==> src/rtl/core/svpwm_pkg.sv <==
// Shared types and constants for the space vector PWM duty block.
package svpwm_pkg;

   localparam int unsigned FIELD_WIDTH = 16;
   localparam int unsigned BUS_WIDTH = 15;
   localparam int unsigned PHASE_WIDTH = 33;
   localparam int unsigned MAG_WIDTH = 34;
   localparam int unsigned DIV_WIDTH = 16;
   localparam int unsigned NUM_PHASES = 3;

   localparam logic [PHASE_WIDTH-1:0] SQRT3_HALF_Q16 = 33'sd56756;
   localparam logic [FIELD_WIDTH-1:0] DUTY_HALF = 16'd32768;
   localparam logic [FIELD_WIDTH-1:0] DUTY_MIN = 16'd3277;
   localparam logic [FIELD_WIDTH-1:0] DUTY_MAX = 16'd62259;
   localparam logic [MAG_WIDTH-1:0] QUOT_LIMIT = 34'd29491;
   localparam logic [BUS_WIDTH-1:0] BUS_ONE_VOLT = 15'd256;

   typedef struct packed {
      logic [NUM_PHASES-1:0][DIV_WIDTH-1:0] rem;
      logic [NUM_PHASES-1:0][MAG_WIDTH-1:0] dq;
      logic [NUM_PHASES-1:0] neg;
      logic [DIV_WIDTH-1:0] divisor;
      logic low;
   } cell_data_type;

endpackage

==> src/rtl/core/svpwm_div_cell.sv <==
// One restoring division step for all three phases, with its own stage register.
module svpwm_div_cell
   import svpwm_pkg::*;
(
   input  logic clock,
   input  logic reset,
   input  logic in_valid,
   output logic in_ready,
   input  cell_data_type in_data,
   output logic out_valid,
   input  logic out_ready,
   output cell_data_type out_data
);

   logic valid_ff, valid_in;
   cell_data_type data_ff, data_in;
   logic [DIV_WIDTH:0] trial;
   logic en;

   assign en = !valid_ff || out_ready;
   assign in_ready = en;
   assign out_valid = valid_ff;
   assign out_data = data_ff;

   always_comb begin
      data_in = in_data;
      trial = '0;
      for (int i = 0; i < NUM_PHASES; i++) begin
         trial = {in_data.rem[i], in_data.dq[i][MAG_WIDTH-1]};
         if (trial >= {1'b0, in_data.divisor}) begin
            data_in.rem[i] = DIV_WIDTH'(trial - {1'b0, in_data.divisor});
            data_in.dq[i] = {in_data.dq[i][MAG_WIDTH-2:0], 1'b1};
         end else begin
            data_in.rem[i] = trial[DIV_WIDTH-1:0];
            data_in.dq[i] = {in_data.dq[i][MAG_WIDTH-2:0], 1'b0};
         end
      end
      valid_in = en ? in_valid : valid_ff;
   end

   always_ff @(posedge clock) begin
      if (reset) begin
         valid_ff <= 1'b0;
      end else begin
         valid_ff <= valid_in;
      end
      if (en) begin
         data_ff <= data_in;
      end
   end

endmodule

==> config.mk <==
export PLATFORM = sky130hd
export DESIGN_NAME = svpwm_div_cell
export DESIGN_NICKNAME = d
export VERILOG_FILES = /design/src/rtl/core/svpwm_pkg.sv /design/src/rtl/core/svpwm_div_cell.sv
export SDC_FILE = /design/constraint.sdc
export NUM_CORES = 1
export LEC_CHECK = 0
export CAP_MARGIN = 20
export CORE_AREA = 2 2 136 138
export DETAILED_ROUTE_END_ITERATION = 10
export DIE_AREA = 0 0 138 140
export DONT_BUFFER_PORTS = 1
export PLACE_DENSITY = 0.65
export SLEW_MARGIN = 20
export SYNTH_ARGS = -nofsm -noshare
export SYNTH_HDL_FRONTEND = slang
export SYNTH_SLANG_ARGS = --single-unit
==> constraint.sdc <==
create_clock -name clock -period 7.12 [get_ports clock]
set_input_delay 0.356 -clock clock [delete_from_list [all_inputs] [get_ports clock]]
set_output_delay 0.356 -clock clock [all_outputs]
set_load 0.01 [all_outputs]
**After elaboration in Yosys (flattened, before gate mapping)**

Cells that the tools add are included.

- Add/sub/neg operators: 3
- $lt $le $gt $ge: 3
- Multiplexer cells: 6
- Reductions and logical operators: 2

Operators with widths:

| cell | number |
|---|---|
| 17-bit by 16-bit >= comparator with 1-bit output | 3 |
| 16-bit two-way mux | 3 |
| 16-bit subtractor | 3 |
| 1-bit two-way mux | 3 |
| 1-bit zero test | 1 |
| 1-bit logical OR | 1 |

- Bits in registers: 171
- Bits of input ports: 174
- Output and inout port bits: 172
- Logic and storage cells: 24

**Logic depth before layout (Yosys ltp)**

- Depth in word-level cells: 2
- Gate-level depth with buffers: 11
- Depth with buffers taken out: 11

**Worst setup path after synthesis**

OpenSTA, ideal clock, no wires.

- Path kind: input port to flip-flop
- Start: input out_ready
- End: register data_ff, in the netlist out_data[0] (enable)
- Library setup time: 565 ps
- Data arrival time: 4530 ps
- Required time: 6555 ps
- Slack: 2025 ps
- Stages: 1
- Buffers on the path: 0
- Path through: nand2b_1

- Word-level cells in the longest chain between the ends: 1

RTL lines:

| element | RTL line | text |
|---|---|---|
| start, declared | svpwm_div_cell.sv:11 | `input logic out_ready,` |
| 1-bit logical OR | svpwm_div_cell.sv:20 | `assign en = !valid_ff \|\| out_ready;` |
| end signal, assigned | svpwm_div_cell.sv:48 | `data_ff <= data_in;` |
| end, declared | svpwm_div_cell.sv:16 | `cell_data_type data_ff, data_in;` |

Every way passes these cells.
A chain may end at the register's enable or synchronous reset.

==> results.env <==
STATUS='finished, final reports clean'
DP.CELLS=780
N_ANTENNA_CELL=0
SYNTH_TOP_CELL_AREA_SHARE_PCT=63.6
CP_CELL_SEQUENCE='inv_1 > ha_1 > nand3_1 > o21ai_0 > a21oi_1 > o21a_1 > a21oi_2 > mux2_2'
WORST_PIN_SLEW_PS=1000
SYNTH_FLOP_CELL='sky130_fd_sc_hd__edfxtp_1'
MULTI_INPUT_AREA_UM2=2730
INTERNAL_POWER_mW=1.88
HOLD-PATH-CELL-COUNT=0
FINAL_MAX_TRAN_VIOLS=0
POWER.IR.VDD_WORST_uV=169
DETAIL_ROUTE.FIRST_PASS.ITERATIONS=6
FINAL.PERIOD_UTILIZATION_PCT=40.3
ROUTED_VIA_DENSITY=5.81
POSTSYNTHREGISTERBITS=171
WIRE_LENGTH_AFTER_DETAILED_ROUTING_UM=21500
CRITICAL_PATH.ENDPOINT='out_data[161]$_DFFE_PP_'
WORSTPATHMAXFANOUT=16
CRIT_CELLS=8
SYNTH_SIMPLE_GATE_AREA_SHARE_PCT=5.58
LAYOUT-DRIVE-GT1-SHARE_PCT=14.1
POST-CTS-SETUP-BUFFERS=0
DP.FINAL_HPWL_UM=16500
NUMPORTBUFFERS=0
YS_ASYNC_SR_FRACTION_PCT=0
MAIN_COMBINATIONAL_CELL_FAMILY_BY_AREA_AFTER_SYNTHESIS='compound AO/OA/AOI/OAI gates'
DRV_CAP=0
DIE_HEIGHT_UM=140
BUFFER_AND_INVERTER_COUNT_ON_THE_WORST_PATH=1
SLEW_HEADROOM_PCT=33.1
REGISTER_AREA_UM2=5120
FINCLKSKEW_PS=8.71
GRT_ANTENNA_BEFORE_REPAIR=2
NUMBER_OF_PORTS_PLACED_ON_THE_DIE_BOUNDARY=346
SYNTH.YOSYS.WARNINGS=0
CP-START-KIND='input pin'
FLOORPLAN.INITIALDENSITY_PCT=45.1
WIRE_LENGTH_OF_THE_FIRST_GLOBAL_ROUTING_PASS_UM=30100
TIMING.CRITICAL_PATH.SLOWEST_STAGE_CELL='sky130_fd_sc_hd__a21oi_2'
DRT_ITER0_MARKERS=372
MAPPEDNETLISTAREA_UM2=8030
SETUP.WORST_PATH.START='in_data[4]'
REGTOREGENDPOINT='out_data[144]$_DFFE_PP_'
DRC=0
POWER_FRAC_COMB_PCT=12.8
DETAILEDPLACE.WORSTSLACK_PS=3730
WORST_EP_ARRIVAL_TIME_PS=3050
POST_SYNTH_XOR_AREA_FRACTION_PCT=3.49
WORST_SETUP_HOLD_PATH_CLK_SLEW_PS=70
POST_DRT_WL_PER_CELL_UM=25.4
ROUTE.ANTENNA.REMAINING_NETS=0
HOLD-WORST-SLACK_PS=18.2
CTS.ROOT.BUFFER_CELL='sky130_fd_sc_hd__clkbuf_16'
SYN_AVG_CELL_AREA_UM2=14.5
STDCELL_COUNT=845
TRITONCTS='built'
DETAILROUTE.VIA_COUNT=4913
P_SW_uW=719
POWER.SHARE.CLOCK_PCT=34.9
RR_STARTPOINT='out_valid$_SDFFE_PP0P_'
POST_SYNTH_MOST_FREQUENT_CELLS='sky130_fd_sc_hd__edfxtp_1, sky130_fd_sc_hd__ha_1, sky130_fd_sc_hd__inv_1, sky130_fd_sc_hd__mux2_2, sky130_fd_sc_hd__a21oi_1'
FILLERS=1464
SYN_INST=553
HOLD_VIOL_FINAL=0
YOSYSMOSTFREQUENTCELL='sky130_fd_sc_hd__edfxtp_1'
POWER_DENSITY_nW_PER_UM2=281
GRT_PASS1_VIAS=4813
WORST_PATH_DOMINANT_CELL_FAMILY='compound AO/OA/AOI/OAI gates'
PLACEMENTROWS=49
REGTOREGSETUPSLACK_PS=5240
POST_SYNTHESIS_SHARE_OF_CELL_AREA_SPENT_ON_FULL_ADDERS_HALF_ADDERS_AND_MAJORITY_GATES_PCT=8.23
FLOW.AREA_GROWTH_FROM_SYNTHESIS_PCT=15.0
TIMING_WORST_SETUP_PATH_TYPE='input pin to flop'
POSTSYNTHNETCOUNT=778
FIN_TNS_SETUP_PS=0
SYNTH_ENABLE_FLOP_CELLS=170
POWER_SWITCHING_SHARE_PCT=27.7
YS_SEQ_AREA_SHARE_PCT=63.9
FLOORPLAN.CORE_AREA_UM2=17800
HOLD_CLASS='input pin to flop'
WORST_PATH_LARGEST_CELL_DELAY_PS=680
CRIT_REQUIRED_PS=7300
SETUP_VIOLATIONS=0
CLOCKBUFFERDEPTH=2
FIN_TOTAL_PWR_mW=2.60
REG2REGPATHDEPTH=2
MIN_FROM='in_data[85]'
YOSYSUNIQUECELLTYPES=57
GRT_MAX_DEGREE=84
GRT_UTIL_ALL_LAYERS_PCT=21.0
CTS-HTREE-LEVELS=4
UNREPAIRED_SETUP_ENDPOINTS_AFTER_GLOBAL_ROUTING='no'
SYNTH_MUX_AREA_SHARE_PCT=6.53
DIEWIDTH_UM=138
MAX_FREQ_MHz=348
SYNTH.TOP_CELLS.BY_AREA='sky130_fd_sc_hd__edfxtp_1, sky130_fd_sc_hd__ha_1, sky130_fd_sc_hd__mux2_2'
P_LEAK_nW=3.57
NUMCLOCKSINKS=171
FINALWORSTSETUPSLACK_PS=4250
GLOBAL_ROUTE.OVERFLOW_TOTAL=0
GPL.FINAL_WEIGHTED_CONGESTION=0.924
TIMING.FINAL.CRIT_PERIOD_PS=2870
DIE_AREA_UM2=19300
FINAL_NETS=828
CTS_BUFFERS=17
YOSYS.AREA.TOP_TYPE='sky130_fd_sc_hd__edfxtp_1'
PWR-SHARE-SEQ_PCT=52.2
CLK_LATENCY_PS=430
SYNTH-COMPOUND-AREA-SHARE_PCT=10.0
TIMING.CRITICAL_PATH.TO_TYPE='flop'
[per-layer routing]
layer  share of wire (%)  wire, um  global-route usage [%]  vias up
met5               0.061        13                       0        -
met3                 9.2      1980                    8.89       30
met2                  52     11200                    37.3      275
met4                 2.4       513                    7.57        2
li1                    -         -                       -     2235
met1                  36      7750                    22.5     2371
[area by class of cell]
class | instances | share of cell area (%)
Clock inverter | 14 | 1.61
Sequential cell | 171 | 55.5
Timing Repair Buffer | 35 | 3.74
Clock buffer | 18 | 4.76
Tap cell | 229 | 3.10
Inverter | 40 | 1.63
Multi-Input combinational cell | 338 | 29.6
[flip-flops by register name (all words and copies together), names as in the netlist]
signal     cells
out_data     170
out_valid      1
[layout by cell type, fill, tap and decap left out, drive strengths merged, types with 2 or more instances in the layout]
cell type,n
a211o,3
a211oi,7
a21o,12
a21oi,39
a221oi,2
a31o,2
buf,2
clkbuf,18
clkinv,6
dlygate4sd3,33
edfxtp,170
fa,3
ha,48
inv,47
mux2,40
mux2i,7
nand2,14
nand2b,7
nand3,12
nand4,4
nor2,24
nor2b,5
nor3,8
nor4,3
o211ai,2
o21a,8
o21ai,23
o21bai,8
o22ai,2
o31a,2
or3,3
xnor2,24
xor2,8
[metrics by stage]
stage	util (%)	instance area, um2
after floorplan	-	8030
after global placement	46.7	8300
after detailed placement	46.7	8300
after CTS	50.1	8910
after global routing	51.9	9230
final	51.9	9230
[cell families (layout without fill, tap and decap cells)]
kind of cell / Yosys count / after routing
adders and majority gates: 51 / 51
AOI/OAI and AO/OA: 121 / 121
muxes: 47 / 47
DFF: 171 / 171
and+or+nand+nor: 87 / 87
buffers and inverters: 44 / 107
xor gates and xnor gates: 32 / 32
[power groups by stage]
stage          clock network [mW]  registers, mW  logic (mW)
2_1_floorplan                   0           1.35       0.255
3_3_place_gp                    0           1.38       0.305
3_5_place_dp                    0           1.38       0.312
4_1_cts                     0.931           1.36       0.316
5_1_grt                     0.973           1.36       0.366
6_report                    0.908           1.36       0.332
[timing repair]
action	CTS	global route
endpoints found under the hold margin	2	31
hold buffers	2	31
endpoints found under the setup margin	0	0
gates resized for setup	0	0
[how the worst min path moves through the flow]
stage,to,slack [ps]
final,out_data[86]$_DFFE_PP_,20
after detailed placement,out_valid$_SDFFE_PP0P_,440
after global routing,out_data[81]$_DFFE_PP_,0.02
after global placement,out_valid$_SDFFE_PP0P_,430
after floorplan,out_valid$_SDFFE_PP0P_,430
after CTS,out_data[80]$_DFFE_PP_,0.008
No activity file was read; power rests on OpenSTA's default activity.
