===== src/rtl/core/svpwm_pkg.sv =====
// Shared types and constants for the space vector PWM duty block.
package svpwm_pkg;

   localparam int unsigned FIELD_WIDTH = 16;
   localparam int unsigned BUS_WIDTH = 15;
   localparam int unsigned PHASE_WIDTH = 33;
   localparam int unsigned MAG_WIDTH = 34;
   localparam int unsigned DIV_WIDTH = 16;
   localparam int unsigned NUM_PHASES = 3;

   localparam logic [PHASE_WIDTH-1:0] SQRT3_HALF_Q16 = 33'sd56756;
   localparam logic [FIELD_WIDTH-1:0] DUTY_HALF = 16'd32768;
   localparam logic [FIELD_WIDTH-1:0] DUTY_MIN = 16'd3277;
   localparam logic [FIELD_WIDTH-1:0] DUTY_MAX = 16'd62259;
   localparam logic [MAG_WIDTH-1:0] QUOT_LIMIT = 34'd29491;
   localparam logic [BUS_WIDTH-1:0] BUS_ONE_VOLT = 15'd256;

   typedef struct packed {
      logic [NUM_PHASES-1:0][DIV_WIDTH-1:0] rem;
      logic [NUM_PHASES-1:0][MAG_WIDTH-1:0] dq;
      logic [NUM_PHASES-1:0] neg;
      logic [DIV_WIDTH-1:0] divisor;
      logic low;
   } cell_data_type;

endpackage


===== src/rtl/core/svpwm_front.sv =====
// Inverse Clarke transform and min-max offset, two registered stages.
module svpwm_front
   import svpwm_pkg::*;
(
   input  logic clock,
   input  logic reset,
   input  logic in_valid,
   output logic in_ready,
   input  logic signed [FIELD_WIDTH-1:0] v_alpha,
   input  logic signed [FIELD_WIDTH-1:0] v_beta,
   input  logic [BUS_WIDTH-1:0] bus_voltage,
   output logic out_valid,
   input  logic out_ready,
   output cell_data_type out_data
);

   logic valid1_ff, valid1_in, valid2_ff, valid2_in;
   logic signed [NUM_PHASES-1:0][PHASE_WIDTH-1:0] v_ff, v_in;
   logic [DIV_WIDTH-1:0] div_ff, div_in;
   logic low_ff, low_in;
   cell_data_type data_ff, data_in;
   logic en1, en2;
   logic signed [PHASE_WIDTH-1:0] al_ext, be_ext, al_half, be_prod, va, vb, vc, vmax, vmin;
   logic signed [PHASE_WIDTH+1:0] sum_mm, n_val;

   assign en2 = !valid2_ff || out_ready;
   assign en1 = !valid1_ff || en2;
   assign in_ready = en1;
   assign out_valid = valid2_ff;
   assign out_data = data_ff;

   always_comb begin
      al_ext = PHASE_WIDTH'(v_alpha);
      be_ext = PHASE_WIDTH'(v_beta);
      al_half = al_ext <<< 15;
      be_prod = be_ext * $signed(SQRT3_HALF_Q16);
      v_in[0] = al_ext <<< 16;
      v_in[1] = be_prod - al_half;
      v_in[2] = -be_prod - al_half;
      div_in = {1'b0, bus_voltage} << 1;
      low_in = bus_voltage < BUS_ONE_VOLT;
      valid1_in = en1 ? in_valid : valid1_ff;
   end

   always_comb begin
      va = v_ff[0];
      vb = v_ff[1];
      vc = v_ff[2];
      vmax = va;
      if (vb > vmax) vmax = vb;
      if (vc > vmax) vmax = vc;
      vmin = va;
      if (vb < vmin) vmin = vb;
      if (vc < vmin) vmin = vc;
      sum_mm = (PHASE_WIDTH+2)'(vmax) + (PHASE_WIDTH+2)'(vmin);
      data_in.divisor = div_ff;
      data_in.low = low_ff;
      n_val = '0;
      for (int i = 0; i < NUM_PHASES; i++) begin
         n_val = ((PHASE_WIDTH+2)'($signed(v_ff[i])) <<< 1) - sum_mm;
         data_in.rem[i] = '0;
         data_in.neg[i] = n_val[PHASE_WIDTH+1];
         data_in.dq[i] = n_val[PHASE_WIDTH+1] ? MAG_WIDTH'(-n_val) : MAG_WIDTH'(n_val);
      end
      valid2_in = en2 ? valid1_ff : valid2_ff;
   end

   always_ff @(posedge clock) begin
      if (reset) begin
         valid1_ff <= 1'b0;
         valid2_ff <= 1'b0;
      end else begin
         valid1_ff <= valid1_in;
         valid2_ff <= valid2_in;
      end
      if (en1) begin
         v_ff <= v_in;
         div_ff <= div_in;
         low_ff <= low_in;
      end
      if (en2) begin
         data_ff <= data_in;
      end
   end

endmodule


===== config.mk =====
export PLATFORM = sky130hd
export DESIGN_NAME = svpwm_front
export DESIGN_NICKNAME = d
export VERILOG_FILES = /design/src/rtl/core/svpwm_pkg.sv /design/src/rtl/core/svpwm_front.sv
export SDC_FILE = /design/constraint.sdc
export NUM_CORES = 1
export LEC_CHECK = 0
export ABC_AREA = 1
export BUFFER_PORTS_ARGS = -buffer_cell sky130_fd_sc_hd__buf_2
export CORE_UTILIZATION = 45
export DETAILED_ROUTE_END_ITERATION = 16
export PLACE_DENSITY = 0.63
export SLEW_MARGIN = 25
export SYNTH_ARGS = -nofsm -noshare
export SYNTH_HDL_FRONTEND = slang
export SYNTH_SLANG_ARGS = --single-unit

===== constraint.sdc =====
create_clock -name clock -period 20.1 [get_ports clock]
set_clock_uncertainty 0.15 [all_clocks]
set_input_delay 3.015 -clock clock [delete_from_list [all_inputs] [get_ports clock]]
set_output_delay 3.015 -clock clock [all_outputs]
set_load 0.05 [all_outputs]

=== Word-level counts from Yosys, hierarchy flattened ===
Index checks and enable logic that the tools add are counted.

* Bits in registers: 221
* Bits of input ports: 51
* Word-level logic and storage cells: 40

* $add $sub $neg: 10
* $mul: 1
* $lt $le $gt $ge: 5
* Mux-type cells: 7
* Reduce and logical (&&, ||, !) cells: 4

{| class="wikitable"
|+ Operators with widths
! cell !! count
|-
| 33-bit two-way mux || 4
|-
| 34-bit two-way mux || 3
|-
| 34-bit negation || 3
|-
| 34-bit by 34-bit subtractor with 35-bit output || 2
|-
| 33-bit by 31-bit subtractor with 33-bit output || 2
|-
| 33-bit by 34-bit subtractor with 35-bit output || 1
|-
| 33-bit by 33-bit adder with 34-bit output || 1
|-
| 33-bit by 32-bit greater-than comparator with 1-bit output || 1
|-
| 33-bit greater-than comparator || 1
|-
| 33-bit by 32-bit less-than comparator with 1-bit output || 1
|-
| 33-bit less-than comparator || 1
|-
| 33-bit negation || 1
|-
| 16-bit by 15-bit multiplier with 31-bit output (second input constant) || 1
|-
| 15-bit by 9-bit less-than comparator with 1-bit output (second input constant) || 1
|-
| 1-bit zero test || 2
|-
| 1-bit logical OR || 2
|}

=== Depth between registers and ports, before layout ===
Gate-level depths: netlist of the first run.

* Depth in word-level cells: 8
* Depth in mapped cells: 70
* Gate-level depth less buffers: 66

=== Worst setup path after synthesis of the first run ===
Ideal clock, no wire load.

* Path kind: in2reg
* From: in v_beta[5]
* To: reg v_ff (netlist bit vc[32]), data pin
* Arrival time: 9,744 ps
* Data required time: 19,698 ps
* Path slack: 9,954 ps
* Stages: 32
* Path through: ha_1 -> inv_1 -> fa_1 -> fa_1 -> fa_1 -> fa_1 -> inv_1 -> fa_1 -> ha_1 -> a21oi_1 -> o21a_1 -> nand2_1 -> a21oi_1 -> o21bai_1 -> a21boi_0 -> o21ai_0 -> a21boi_0 -> o21ai_0 -> a21oi_1 -> xor2_1 -> inv_1 -> ha_1 -> inv_1 -> ha_1 -> a21oi_1 -> inv_1 -> a21oi_1 -> a21boi_0 -> o21ai_0 -> xor2_1 -> nand2_1 -> nand2_1

{| class="wikitable"
|+ RTL lines
! element !! RTL line !! RTL
|-
| start: declaration || svpwm_front.sv:10 || <nowiki>input logic signed [FIELD_WIDTH-1:0] v_beta,</nowiki>
|-
| end signal: assignment || svpwm_front.sv:77 || <nowiki>v_ff <= v_in;</nowiki>
|-
| end: declaration || svpwm_front.sv:18 || <nowiki>logic signed [NUM_PHASES-1:0][PHASE_WIDTH-1:0] v_ff, v_in;</nowiki>
|}

==> impl_metrics.toml, run 1 <==
[outcome]
status = "finished, final reports clean"

[worst_setup_path]
critPathTopFamily = "simple AND/OR/NAND/NOR gates"
critPathSlowestCell = "inv_1"
worstPathMaxFanout = 34
max_stage_delay_ns = 0.91
critPathLaunchType = "flip-flop"
path_buf_inv = 7
crit_type = "flip-flop to flip-flop"
endpoint_kind = "flip-flop"
required_ns = 20.26
r2r_slack_ns = 8.55
crit_top_cell = "nand2_1"
worst-endpoint-arrival_ns = 11.71

[die]
coreArea_um2 = 61830
die_area_um2 = 63720
initial_utilization_pct = 45.65
ios = 223
fp-row-count = 91
die_w_um = 252.4
die_h_um = 252.4

[synthesis]
synth_ff_type = "edfxtp_1"
synthCells = 4012
ys_types = 60
synth-edff-count = 206
synth_area_um2 = 28220
synth_seq_cells = 208
netlist.area_leader.share_pct = 21.92
postSynthAreaPerCell_um2 = 7.034
ys_seq_area_share_pct = 22.06
yosys-top-cells-area = "edfxtp_1 (22%), nand2_1 (16%), ha_1 (14%), inv_1 (9.0%), fa_1 (8.8%)"
yosysWarnings = 0
synthArstFlopShare_pct = 0
synth_top_cell_by_area = "edfxtp_1"

[layout]
nets = 4665
n_antenna_cell = 0
drive_above_1_share_pct = 7.513
syn2layout_area_growth_pct = 8.473

[place]
port_buffers = 167
finalWeightedCongestion = 0.9959
hpwl_um = 72100

[timing]
relSlewSlack_pct = 32.05
fmax_mhz = 86.61
fin_tns_setup_ns = 0
fin_crit_sh_pct = 57.45
max_slew.worst_pin.slew_ns = 1.018
finalMaxSlewViolations = 0
period_needed_ns = 11.55
hold_viol = 0
setup_viol = 0
rsz0062_at_grt = "false"

[clock_network]
ctsHoldBuffers = 0
post_cts_resized = 0
clkLatencyLatePin_ns = 0.55
cts-root-buf = "clkbuf_16"
cts_num_sinks = 208
cts_max_level = 1
cts_setup_buffers = 0
cts_buffers = 22
path_clk_slew_ns = 0.06
cts_max_path_buffers = 3
cts_tree = "built"

[detailed_routing]
vias = 25500
wl_per_cell_um = 16.36
drt-pass1-iter-count = 5
routed_wl_um = 82310
first_iter_violations = 1679
via_per_inst = 5.070
drc = 0
ant_nets = 0

[worst_hold_path]
worst_hold_path_type = "flip-flop to flip-flop"

[global_routing]
overflow = 0
grt_pass1_wl_um = 127900
track_usage_pct = 25.77
first_global_vias = 24190
grt_max_degree = 62
antenna_found_initial = 3

[job]
cap_viol_max_count = 0
[flip-flops by register name, summed over array words and instances (netlist names)]
register / flops
out_data: 113
vc: 31
vb: 30
va: 16
div_ff: 15
low_ff: 1
out_valid: 1
valid1_ff: 1
[per-stage QoR]
stage	area, µm²	setup WS (ns)	instances	utilization (%)	hold slack, ns
floorplan	28420	9.954	4066	-	0.2503
global placement	29790	8.748	4991	48.18	0.2504
detailed placement	29790	8.651	4991	48.18	0.2545
CTS	30610	8.614	5030	49.51	0.2699
global route	30610	7.310	5030	49.51	0.2781
finish	30610	8.554	5030	49.51	0.2686
[cells by family (layout without fill, tap and decap cells)]
logic type / Yosys count / after routing / synth area share (%)
xor gates and xnor gates: 182 / 182 / 5.928
other: 1 / 55 / 0.01329
AOI/OAI and AO/OA: 450 / 450 / 8.796
buffers and inverters: 777 / 904 / 11.28
muxes: 1 / 1 / 0.03990
and+or+nand+nor: 1957 / 1957 / 29.25
adders and majority gates: 436 / 436 / 22.63
DFF: 208 / 208 / 22.06
[cell type report]
| class | count | area [µm²] |
|---|---|---|
| fillers | 6436 | 31210 |
| well taps | 837 | 1047 |
| clock inverters | 11 | 209.0 |
| multi-input cells | 3081 | 19030 |
| flip-flops and latches | 208 | 6226 |
| repair buffers | 174 | 888.4 |
| clock buffers | 28 | 614.3 |
| inverters | 691 | 2594 |
[synthesized netlist by cell type, drive strengths merged (2+ instances only)]
| master | count |
|---|---|
| inv | 689 |
| o21bai | 24 |
| nor2 | 310 |
| nand2 | 1247 |
| a21boi | 21 |
| fa | 124 |
| clkinv | 2 |
| o221ai | 4 |
| o21ai | 184 |
| nand4 | 57 |
| o211ai | 3 |
| xor2 | 128 |
| a211oi | 6 |
| nand3 | 265 |
| nand3b | 23 |
| a31oi | 11 |
| nor4 | 6 |
| o31ai | 3 |
| a21oi | 177 |
| xnor2 | 54 |
| edfxtp | 206 |
| o21a | 7 |
| and2 | 6 |
| ha | 312 |
| or2 | 3 |
| buf | 67 |
| nor4b | 2 |
| dfxtp | 2 |
| clkbuf | 19 |
| a21o | 3 |
| nor3 | 35 |
[placed cells by master, fill, tap and decap left out, types with 9 or more instances in the layout]
cell       Yosys  routed
nand3b_1      23      23
fa_1         124     124
nor3_1        33      33
nor2_1       288     288
nor2_2        20      20
nand4_1       54      54
xnor2_1       49      49
nand2_1     1208    1207
o21bai_1      24      24
nand3_2        9       9
a21oi_1      176     176
xor2_1       124     124
inv_2         15      15
inv_1        674     674
buf_2          1     167
o21ai_0      180     180
nand3_1      256     255
a31oi_1       11      11
edfxtp_1     206     206
nand2_2       37      37
ha_1         312     312
clkbuf_16      0      23
conb_1         1      55
a21boi_0      20      20
[per-layer routing]
metal	GRT usage, %	part of all wire [%]	vias to the layer above
met2	43.87	47	583
met4	8.900	3.5	6
li1	-	-	13110
met5	0	0.036	-
met3	2.410	5.4	124
met1	34.06	44	11680
[worst reg2reg max path, delay by kind of cell, from the launching register on]
family,cells,cell delay (ns)
adders and majority gates,4,1.33
buffers and inverters,7,1.85
AOI/OAI and AO/OA,11,1.79
and+or+nand+nor,37,5.07
DFF,1,0.45
xor gates and xnor gates,2,0.67
[path summary, 6_finish.rpt]
kind | to | cells after the start | start
min reg2reg | out_data[12] | 0 | div_ff[11]
max | out_data[86] | 61 | vb[18]
min | out_data[12] | 0 | div_ff[11]
max reg2reg | out_data[86] | 61 | vb[18]
Power of run 1 is left out: the tool's default activity adds up to more than one toggle a clock period on the data nets, which glitch-free logic cannot reach.
==> inputs of run 2 (changes only) <==
--- a/config.mk
+++ b/config.mk
@@ -9,7 +9,7 @@
 export BUFFER_PORTS_ARGS = -buffer_cell sky130_fd_sc_hd__buf_2
 export CORE_UTILIZATION = 45
 export DETAILED_ROUTE_END_ITERATION = 16
-export PLACE_DENSITY = 0.63
+export PLACE_DENSITY = 0.65
 export SLEW_MARGIN = 25
 export SYNTH_ARGS = -nofsm -noshare
 export SYNTH_HDL_FRONTEND = slang
==> constraint.sdc (replaced) <==
create_clock -name clock -period 9.35 [get_ports clock]
set_clock_uncertainty 0.15 [all_clocks]
set_input_delay 1.4025 -clock clock [delete_from_list [all_inputs] [get_ports clock]]
set_output_delay 1.4025 -clock clock [all_outputs]
set_load 0.05 [all_outputs]
==> impl_metrics.toml, run 2 (synthesis results as in run 1) <==
[place]
finalWeightedCongestion = 0.9930
dp_slack_ns = -0.07562
hpwl_um = 75540
port_buffers = 167

[worst_setup_path]
endpoint_kind = "flip-flop"
worst-endpoint-arrival_ns = 8.96
crit_top_cell = "inv_1"
critPathSlowestCell = "fa_1"
critPathLaunchType = "input port"
crit_type = "input port to flip-flop"
worstPathMaxFanout = 4
timing.rr.start = "vb[18]"
required_ns = 9.50
max_stage_delay_ns = 0.54
critPathLaunch = "v_beta[4]"

[timing]
layout_setup_ws_ns = 0.5392
finalMaxSlewViolations = 0
max_slew.worst_pin.slew_ns = 0.8633
relSlewSlack_pct = 42.45
setup_viol = 0
fin_crit_sh_pct = 94.23
period_needed_ns = 8.811
fmax_mhz = 113.5
hold_viol = 0

[die]
die_area_um2 = 63720
die_w_um = 252.4
coreArea_um2 = 61830
ios = 223
initial_utilization_pct = 45.65
die_h_um = 252.4
fp-row-count = 91

[global_routing]
antenna_found_initial = 6
track_usage_pct = 26.80
grt_pass1_wl_um = 134700
grt_max_degree = 70
overflow = 0
first_global_vias = 26980

[clock_network]
clkLatencyLatePin_ns = 0.55
cts-root-buf = "clkbuf_16"
cts_max_path_buffers = 3
ctsHoldBuffers = 0
cts_max_level = 1
cts_buffers = 23
path_clk_slew_ns = 0.06
cts_num_sinks = 208
cts_tree = "built"

[outcome]
status = "finished, final reports clean"

[layout]
fillers = 5900
drive_above_1_share_pct = 24.55
nets = 5441
syn2layout_area_growth_pct = 31.30
largest_reg_flops = 113
layout_common_cells = "nand2_1 (1,182), buf_4 (772), inv_1 (667), ha_1 (295), nor2_1 (255)"
final_core_util_pct = 59.93
final_common_cell = "nand2_1"

[worst_hold_path]
hold_start = "div_ff[10]"
worst_hold_path_type = "flip-flop to flip-flop"

[job]
cap_viol_max_count = 0

[detailed_routing]
wl_per_cell_um = 14.91
ant_nets = 0
vias = 28220
first_iter_violations = 1697
via_per_inst = 4.859
drc = 0
drt-pass1-iter-count = 6
routed_wl_um = 86590
run 2: cell count changes in the layout (fill, tap and decap cells not counted), sizes merged:
cell,delta
inv,-1
diode,+2
clkinvlp,+6
bufinv,-2
buf,+773
run 2: path summary, 6_finish.rpt:
| check | cells after the start | end | slack (ns) |
|---|---|---|---|
| worst max-delay path | 36 | vc[32] | 0.54 |
| worst min-delay path | 0 | out_data[11] | 0.27 |
| worst max register to register | 57 | out_data[121] | 0.58 |
| worst min register to register | 0 | out_data[11] | 0.27 |
run 2: worst max-delay path: cells and delay by family:
| family | cells | cell delay [ns] |
|---|---|---|
| adders and majority gates | 9 | 3.42 |
| AOI/OAI and AO/OA | 13 | 2.77 |
| buffers and inverters | 9 | 0.72 |
| xor gates and xnor gates | 2 | 0.39 |
| and+or+nand+nor | 3 | 0.21 |
run 2: final cells by class:
cell class / count / area (µm²) / area share, %
timing repair buffer: 947 / 6765 / 18.26
tap: 837 / 1047 / 2.826
multi-input combinational: 3081 / 19610 / 52.93
timing repair inverter: 2 / 12.51 / 0.03377
inverter: 691 / 2606 / 7.034
sequential: 208 / 6226 / 16.80
clock inverter: 12 / 166.4 / 0.4491
antenna: 2 / 5.005 / 0.01351
clock buffer: 28 / 614.3 / 1.658
run 2: layer usage:
metal,part of all wire [%],wire length [µm],vias up,GRT usage (%)
met3,4.3,3725,137,1.854
met1,43,37600,12820,34.01
met4,3.8,3326,8,9.489
met2,48,41900,598,47.72
li1,-,-,14660,-
met5,0.050,43,-,0
run 2: stage by stage:
stage	hold WS [ns]	std cells	TNS (ns)	cell area [µm²]
2_1_floorplan	0.2503	4066	0	28420
3_3_place_gp	0.2505	5748	0	35510
3_5_place_dp	0.2545	5748	-0.07562	35510
4_1_cts	0.2671	5788	0	36290
5_1_grt	0.2767	5806	-0.6687	37050
6_report	0.2656	5808	0	37050
run 2: what timing repair did:
item,CTS,global route
gates resized for setup,0,161
setup buffers,0,16
endpoints found under the setup margin,0,96
Power of run 2 is left out for the same reason.
==> inputs of run 3 (changes only) <==
--- a/config.mk
+++ b/config.mk
@@ -5,11 +5,12 @@
 export SDC_FILE = /design/constraint.sdc
 export NUM_CORES = 1
 export LEC_CHECK = 0
-export ABC_AREA = 1
 export BUFFER_PORTS_ARGS = -buffer_cell sky130_fd_sc_hd__buf_2
+export CAP_MARGIN = 15
 export CORE_UTILIZATION = 45
 export DETAILED_ROUTE_END_ITERATION = 16
 export PLACE_DENSITY = 0.65
+export REMOVE_ABC_BUFFERS = 1
 export SLEW_MARGIN = 25
 export SYNTH_ARGS = -nofsm -noshare
 export SYNTH_HDL_FRONTEND = slang
==> impl_metrics.toml, run 3 <==
[synthesis]
postSynthAreaPerCell_um2 = 8.928
synth_area_um2 = 26770
synthCells = 2998
ys_types = 108
synthArstFlopShare_pct = 0
yosysWarnings = 0
synth.most_common_cell = "ha_1"
synth_commonest_cells = "ha_1 (312), inv_1 (311), nand2_1 (230), nor2_1 (207), edfxtp_1 (206)"
synth_ff_type = "edfxtp_1"
synth_top_cell_by_area = "edfxtp_1"
netlist.area_leader.share_pct = 23.11
synth-edff-count = 206
ys_seq_area_share_pct = 23.26
synth_seq_cells = 208
yosys-top-cells-area = "edfxtp_1 (23%), ha_1 (15%), fa_1 (9.3%), xnor2_1 (6.7%), inv_1 (4.4%)"

[clock_network]
clkLatencyLatePin_ns = 0.53
cts-root-buf = "clkbuf_16"
cts_tree = "built"
cts_max_level = 1
cts_max_path_buffers = 3
ctsHoldBuffers = 0
path_clk_slew_ns = 0.06
cts_buffers = 21
cts_num_sinks = 208

[place]
hpwl_um = 68080
port_buffers = 167
finalWeightedCongestion = 0.9720

[detailed_routing]
vias = 25660
ant_nets = 0
drt-pass1-iter-count = 5
first_iter_violations = 1385
wl_per_cell_um = 17.54
routed_wl_um = 83940
drc = 0
via_per_inst = 5.362

[die]
coreArea_um2 = 58910
fp-row-count = 89
initial_utilization_pct = 45.44
die_area_um2 = 60460
ios = 223
die_w_um = 245.9
die_h_um = 245.9

[worst_setup_path]
endpoint_kind = "flip-flop"
critPathSlowestCell = "edfxtp_1"
crit_type = "flip-flop to flip-flop"
max_stage_delay_ns = 0.41
worst-endpoint-arrival_ns = 11.75
timing.rr.start = "va[17]"
required_ns = 9.47
timing.rr.end = "out_data[121]"
critPathLaunchType = "flip-flop"
crit_top_cell = "o21a_1"
worstPathMaxFanout = 6
critPathLaunch = "va[17]"
worst-r2r-cell-count = 65
crit_end = "out_data[121]"
r2r_slack_ns = -2.28

[timing]
period_needed_ns = 11.63
setup_viol = 96
relSlewSlack_pct = 37.37
layout_setup_ws_ns = -2.278
hold_ws_ns = 0.2662
max_slew.worst_pin.slew_ns = 0.9395
hold_viol = 0
fin_crit_sh_pct = 124.4
fin_tns_setup_ns = -184.81
finalMaxSlewViolations = 0
rsz0062_at_grt = "true"
fmax_mhz = 86.00

[layout]
seqCellArea_um2 = 6226
fillers = 4729
drive_above_1_share_pct = 36.59
nets = 4487
layout_common_cells = "buf_4 (857), inv_1 (302), ha_1 (291), edfxtp_1 (206), nand2_1 (204)"
multi_input_area_um2 = 20780
final_core_util_pct = 64.14
final_common_cell = "buf_4"
largest_reg_flops = 113
syn2layout_area_growth_pct = 41.16

[outcome]
violations = "setup timing"
status = "finished, violations left"

[global_routing]
grt_max_degree = 78
grt_pass1_wl_um = 131000
track_usage_pct = 26.91
antenna_found_initial = 6
first_global_vias = 26150
overflow = 0

[worst_hold_path]
worst_hold_path_type = "flip-flop to flip-flop"

[job]
cap_viol_max_count = 0
-- run 3: per-layer routing --
layer	up-vias	wire (µm)	GRT usage (%)
li1	12550	-	-
met1	12300	36110	33.97
met2	637	41810	48.86
met3	160	3387	1.855
met4	10	2582	7.691
met5	-	43	0
-- run 3: cells by family (layout without fill, tap and decap cells) --
kind of cell    count (synthesis)  after routing  synth area share, %
fa+ha+maj                     475            475                25.32
compound gates                738            738                18.15
simple gates                  798            798                14.54
other cells                     1             56              0.01401
buf+inv                       456           1416                7.549
xor+xnor                      281            281                9.625
mux                            41             41                1.547
flops                         208            208                23.26
-- run 3: critical path: cells and delay by family (launching register included) --
kind / cells / cell delay [ns]
xor+xnor: 2 / 0.33
fa+ha+maj: 6 / 1.63
flops: 1 / 0.41
mux: 1 / 0.17
compound gates: 37 / 6.09
simple gates: 10 / 1.37
buf+inv: 9 / 1.22
-- run 3: worst min path at each step --
stage	depth (start not counted)	slack, ns	to	startpoint
2_1_floorplan	0	0.25	out_data[0]	low_ff
3_3_place_gp	0	0.25	out_data[5]	div_ff[4]
3_5_place_dp	0	0.25	out_data[14]	div_ff[13]
4_1_cts	0	0.27	out_data[12]	div_ff[11]
5_1_grt	0	0.28	out_data[16]	div_ff[15]
6_report	0	0.27	out_data[12]	div_ff[11]
-- run 3: cell type report --
type	instances	area share, %
antenna	1	0.006623
clock buffer	22	1.401
clock inverter	13	0.3344
inverter	313	3.139
multi-input combinational	2388	55.01
sequential	208	16.48
tap	773	2.560
timing repair buffer	1068	21.08
-- run 3: through the flow --
stage / std cells / setup WS, ns / cell area (µm²)
after floorplan: 2909 / -5.602 / 26120
after global placement: 4649 / -2.802 / 34050
after detailed placement: 4649 / -3.000 / 34050
after CTS: 4736 / -2.227 / 36370
after global routing: 4785 / -2.742 / 37780
final: 4786 / -2.278 / 37790
-- run 3: repair_timing --
item	in CTS	in global routing
buffers inserted	48	47
pin swaps	117	138
endpoints found under the setup margin	96	100
hold endpoints to repair	0	0
gates cloned	4	3
resized for setup	292	215
Power of run 3 is left out for the same reason.
